**src/rtl/core/chs_pkg.sv**
```systemverilog
// ----------------------------------------------------------------------------
// chs_pkg
// Types and codes shared by the cuckoo table with stash.
// ----------------------------------------------------------------------------
package chs_pkg;

  localparam int WORD_W = 64;
  localparam int KEY_W  = 128;
  localparam int MOD_W  = 13;
  localparam int HNUM_W = 3;

  localparam logic OP_INSERT = 1'b0;
  localparam logic OP_FIND   = 1'b1;

  localparam logic [1:0] STAT_OK   = 2'd0;
  localparam logic [1:0] STAT_MISS = 2'd1;
  localparam logic [1:0] STAT_DROP = 2'd2;

  localparam logic [1:0] CFG_NUM_HASHES   = 2'd0;
  localparam logic [1:0] CFG_BINS_IN_USE  = 2'd1;
  localparam logic [1:0] CFG_STASH_IN_USE = 2'd2;

  typedef enum logic [3:0] {
    S_CLEAR,
    S_IDLE,
    S_REDUCE,
    S_KEY_RD,
    S_DIV_GO,
    S_DIV,
    S_BIN_RD,
    S_BIN,
    S_F_KEY,
    S_F_STASH,
    S_F_SKEY,
    S_STASH
  } state_t;

endpackage

```
**src/rtl/core/chs_modu.sv**
```systemverilog
// ----------------------------------------------------------------------------
// chs_modu
// Bit-serial remainder unit: 64-bit word modulo a 13-bit divisor.
// ----------------------------------------------------------------------------
module chs_modu (
  input  logic                        clk,
  input  logic                        rst_n,
  input  logic                        start,
  input  logic [chs_pkg::WORD_W-1:0]  dividend,
  input  logic [chs_pkg::MOD_W-1:0]   divisor,
  output logic                        done,
  output logic [chs_pkg::MOD_W-1:0]   rem
);

  localparam int CW = $clog2(chs_pkg::WORD_W);

  logic                       run_r, run_nxt;
  logic                       done_r, done_nxt;
  logic [CW-1:0]              cnt_r, cnt_nxt;
  logic [chs_pkg::WORD_W-1:0] word_r, word_nxt;
  logic [chs_pkg::MOD_W-1:0]  rem_r, rem_nxt;
  logic [chs_pkg::MOD_W:0]    trial;

  always_comb begin
    run_nxt  = run_r;
    done_nxt = 1'b0;
    cnt_nxt  = cnt_r;
    word_nxt = word_r;
    rem_nxt  = rem_r;
    trial    = {rem_r, word_r[chs_pkg::WORD_W-1]};
    if (start) begin
      run_nxt  = 1'b1;
      cnt_nxt  = '0;
      word_nxt = dividend;
      rem_nxt  = '0;
    end else if (run_r) begin
      // one restoring step per cycle
      if (trial >= {1'b0, divisor}) begin
        rem_nxt = chs_pkg::MOD_W'(trial - {1'b0, divisor});
      end else begin
        rem_nxt = chs_pkg::MOD_W'(trial);
      end
      word_nxt = {word_r[chs_pkg::WORD_W-2:0], 1'b0};
      cnt_nxt  = cnt_r + 1'b1;
      if (cnt_r == CW'(chs_pkg::WORD_W - 1)) begin
        run_nxt  = 1'b0;
        done_nxt = 1'b1;
      end
    end
  end

  always_ff @(posedge clk) begin
    if (!rst_n) begin
      run_r  <= 1'b0;
      done_r <= 1'b0;
      cnt_r  <= '0;
    end else begin
      run_r  <= run_nxt;
      done_r <= done_nxt;
      cnt_r  <= cnt_nxt;
    end
    word_r <= word_nxt;
    rem_r  <= rem_nxt;
  end

  assign done = done_r;
  assign rem  = rem_r;

endmodule

```
**config.mk**
```make
export PLATFORM = sky130hd
export DESIGN_NAME = chs_modu
export DESIGN_NICKNAME = d
export VERILOG_FILES = /design/src/rtl/core/chs_pkg.sv /design/src/rtl/core/chs_modu.sv
export SDC_FILE = /design/constraint.sdc
export NUM_CORES = 1
export LEC_CHECK = 0
export ABC_AREA = 1
export BUFFER_PORTS_ARGS = -buffer_cell sky130_fd_sc_hd__buf_2
export CORE_ASPECT_RATIO = 0.8
export CORE_MARGIN = 2
export CORE_UTILIZATION = 46
export DETAILED_ROUTE_END_ITERATION = 16
export PLACE_DENSITY_LB_ADDON = 0.25
export SLEW_MARGIN = 20
export SYNTH_ARGS = -nofsm -noshare
export SYNTH_HDL_FRONTEND = slang
export SYNTH_SLANG_ARGS = --single-unit
```
**constraint.sdc**
```tcl
create_clock -name clk -period 2.55 [get_ports clk]
set_input_delay 0.3825 -clock clk [delete_from_list [all_inputs] [get_ports clk]]
set_output_delay 0.3825 -clock clk [all_outputs]
set_load 0.005 [all_outputs]
```
== After elaboration in Yosys (flattened, before gate mapping) ==
Index checks and enable logic that the tools add are counted.
Operators by class
  add/subtract/negate cells: 2
  order comparisons: 1
  equality and inequality tests: 1
  mux-type cells: 7
  bitwise operators: 2
  reduce and logical (&&, ||, !) cells: 3
Operator list (count)
  $mux W64: 2
  $ge A14 B13 Y1: 1
  $mux W13: 1
  $sub A13 B13 Y13: 1
  $add A6 B1 Y6 const B: 1
  $eq A6 B6 Y1 const B: 1
  $mux W1: 4
  $reduce_or A3 Y1: 1
  $not A1 Y1: 2
  $reduce_bool A2 Y1: 1
  $reduce_or A2 Y1: 1
Storage, ports and cells
  register bits: 85
  input port bits: 80
  output and inout bits: 14
  logic and storage cells: 21

== Depth between registers and ports, before layout ==
  depth in word-level cells: 4
  gate-level depth with buffers: 12
  depth with buffers taken out: 12

== Least setup slack after synthesis ==
Ideal clock, no wire load.
  path kind: register to register
  start: register run_r
  end: register word_r[0] in the netlist's numbering, enable pin
  setup time: 0.419 ns
  arrival time: 1.752 ns
  data required time: 2.131 ns
  slack: 0.379 ns
  stages on the path, launching flop included: 3
  path buffers: 0
  clock period less this slack: 2.171 ns
  cell sequence: dfxtp_1 -> nor2_1 -> inv_1
On the way
  longest elaborated chain between the ends: 1
RTL lines
  start: declaration: line chs_modu.sv:17  | logic run_r, run_nxt;
  start signal: assignment: line chs_modu.sv:58  | run_r <= run_nxt;
  $reduce_bool A2 Y1 (no line)
  end signal: assignment: line chs_modu.sv:62  | word_r <= word_nxt;
  end: declaration: line chs_modu.sv:20  | logic [chs_pkg::WORD_W-1:0] word_r, word_nxt;
No other way between the ends.
A chain may end at the register's enable or synchronous reset.

== Worst setup path after layout ==
  start: register rem_r, in the netlist rem[8]
  end: register rem_r, in the netlist rem[2]
On the way
  longest elaborated chain between the ends: 2
RTL lines
  start: declaration: line chs_modu.sv:21  | logic [chs_pkg::MOD_W-1:0] rem_r, rem_nxt;
  start signal: assignment: line chs_modu.sv:63  | rem_r <= rem_nxt;
  $ge A14 B13 Y1: line chs_modu.sv:38  | if (trial >= {1'b0, divisor}) begin
  $mux W13: line chs_modu.sv:38
No other way between the ends.

==> impl_metrics.toml <==
[global_routing]
grt_max_degree = 50
antenna_found_initial = 0
grt_usage_pct = 19.3
grt-ovfl-total = 0
grt_pass1_wl_mm = 16.3
grt_pass1_vias = 3536

[sta]
fmax_mhz = 478
fin_setup_tns_ps = 0
setup_violations = 0
rsz0062_at_grt = "no"
setup_ws_ps = 457
hold_viol = 0
relSlewSlack_pct = 43.6
fin_crit_ps = 2090
slew_violations = 0
worst_pin_slew_ps = 843
skew_ps = 4.60
period_share_pct = 82.1

[final_layout]
final_cells = 814
nets = 768
drive_gt1_share_pct = 20.1
nFillCells = 920
antennaDiodeCount = 0
syn2layout_area_growth_pct = 21.0

[synthesis]
synthCells = 583
yosysSeqAreaShare_pct = 51.1
synth_cell_types = 26
syn-cell-area_um2 = 4590
synth_area_per_cell_um2 = 7.87
synth_most_common_cell = "nand2_1"
synthArstFlopShare_pct = 0
synth_fp_nets = 678
synth_seq_cells = 85
yosys_warnings = 0
yosysTopAreaCell = "edfxtp_1"
yosys-top-cells-area = "edfxtp_1, nand2_1, dfxtp_1"
synthFlopType = "edfxtp_1"
synth_common_cells = "nand2_1, inv_1, edfxtp_1"
yosysTopAreaCellShare_pct = 41.9
synth_edf_count = 64

[power_and_ir_drop]
pwr-share-seq_pct = 47.6
p_int_mw = 2.73
clkPwrFrac_pct = 42.3
switching_share_pct = 21.6
combinationalPowerShare_pct = 10.1
power_mw = 3.49
power_switching_uw = 754
ir_worst_vdd_uv = 462
leakage_nw = 2.89
power_density_nw_per_um2 = 628

[worst_setup_path]
cp_data_required_time_ps = 2810
crit_fanout = 14
crit_family = "simple AND/OR/NAND/NOR gates"
critPathMaxStageDelay_ps = 420
path_depth = 10
crit_top_cell = "nand2_1"
cp_num_buf_inv = 1
endpoint_kind = "register"
crit_chain = "ha_1 > nand2_2 > inv_2 > nand2_1 > nand2_1 > a21oi_4 > nand3_4 > nand2_1 > nand2_1 > o21ai_0"
r2r_cells = 10
crit_path_start_kind = "register"
worstSetupPathType = "register to register"
critical_path_arrival_ps = 2350
slowest_stage = "dfxtp_1"
reg2reg_slack_ps = 460

[routing]
wl_mm = 10.2
ant_nets = 0
viasPerCell = 4.75
drc = 0
vias = 3866
wl_per_cell_um = 12.5
dr.pass1.iters = 5
initialDrtViolationCount = 267

[floorplanning]
dieArea_um2 = 10800
die_h_um = 93.3
io_pins = 94
core_area_um2 = 9690
row_count = 32
start_util_pct = 47.3
die_w_um = 116

[clocking]
root_buffer = "clkbuf_16"
cts_max_level = 3
clk_pin_slew_ps = 60
cts_tree = "built"
clk_latency_ps = 330
cts_buffer_depth = 2
cts_setup_buffers = 0
cts_resized = 0
cts_num_sinks = 85
cts_buffers = 9
ctsHoldBuffers = 0

[place]
gp_congestion = 0.874
dp_cells = 798
place_ws_ps = 370
dp_hpwl_mm = 7.51
io_buffer_count = 93

[worst_hold_path]
hp-class = "input pin to register"
whs_path_depth = 3

[job]
cap_violations = 0

[status]
status = "complete, no violations"
==> state kept, by name (all words and copies together) (netlist names) <==
name,flops
rem,13
word_r,64
done,1
cnt_r,6
run_r,1
==> final timing paths <==
check,start,to
setup / recovery,rem[8]$_SDFFE_PP0P_,rem[2]$_SDFFE_PP0P_
hold / removal,rst_n,run_r$_SDFF_PN0_
setup reg to reg,rem[8]$_SDFFE_PP0P_,rem[2]$_SDFFE_PP0P_
hold reg to reg,cnt_r[2]$_SDFFE_PP0P_,cnt_r[2]$_SDFFE_PP0P_
==> cell usage in the layout (no fill, tap or decap), types with 4 or more instances in the layout <==
cell type,synthesis,final
dfxtp_1,21,21
nand4_1,18,18
inv_1,67,65
buf_2,4,93
nand3_1,28,28
clkbuf_16,0,10
nand2_1,294,294
nor2_1,17,17
nand2_2,4,4
edfxtp_1,64,64
inv_2,5,7
a21oi_1,6,6
nand3_2,5,5
ha_1,14,14
buf_4,0,4
==> tightest hold or removal path, delay by kind of cell <==
kind	cells	cell delay, ps
AND/OR/NAND/NOR	1	60
buffers and inverters	2	140
==> layer usage <==
metal	vias to the layer above	global-route usage [%]	routed length, µm
li1	2020	-	-
met1	1727	28.5	5190
met2	105	28.8	4400
met3	14	4.54	508
met4	0	4.66	99
met5	-	0	0
==> through the flow <==
stage               utilization [%]  area (µm²)  hold slack (ps)
floorplan                         -        4590              443
global placement               53.7        5200              458
detailed placement             53.7        5200              469
CTS                            57.2        5550              272
global route                   57.2        5550              283
finish                         57.2        5550              282
==> kinds of logic (layout without fill, tap and decap cells) <==
kind of cell | after synthesis | count (layout) | synth area share, %
adder cells (fa/ha/maj) | 15 | 15 | 4.26
buffers and inverters | 92 | 187 | 7.89
AO/OA/AOI/OAI | 11 | 11 | 1.47
XOR/XNOR | 5 | 5 | 0.955
AND/OR/NAND/NOR | 375 | 375 | 34.4
flip-flops | 85 | 85 | 51.1
==> final cells by class <==
class | count | area [µm²] | area share (%)
multi-input cells | 406 | 1880 | 33.9
clock buffers | 13 | 282 | 5.08
repair buffers | 99 | 536 | 9.65
flip-flops and latches | 85 | 2340 | 42.2
well taps | 136 | 170 | 3.07
inverters | 72 | 270 | 4.87
clock inverters | 3 | 65.1 | 1.17
==> power by group through the flow <==
stage	Clock (mW)	Combinational (mW)	Sequential (mW)
floorplan	0	0.217	1.68
global placement	0	0.345	1.68
detailed placement	0	0.353	1.69
CTS	1.50	0.355	1.66
global route	1.55	0.404	1.67
finish	1.47	0.353	1.66
No activity file was read; power rests on OpenSTA's default activity.
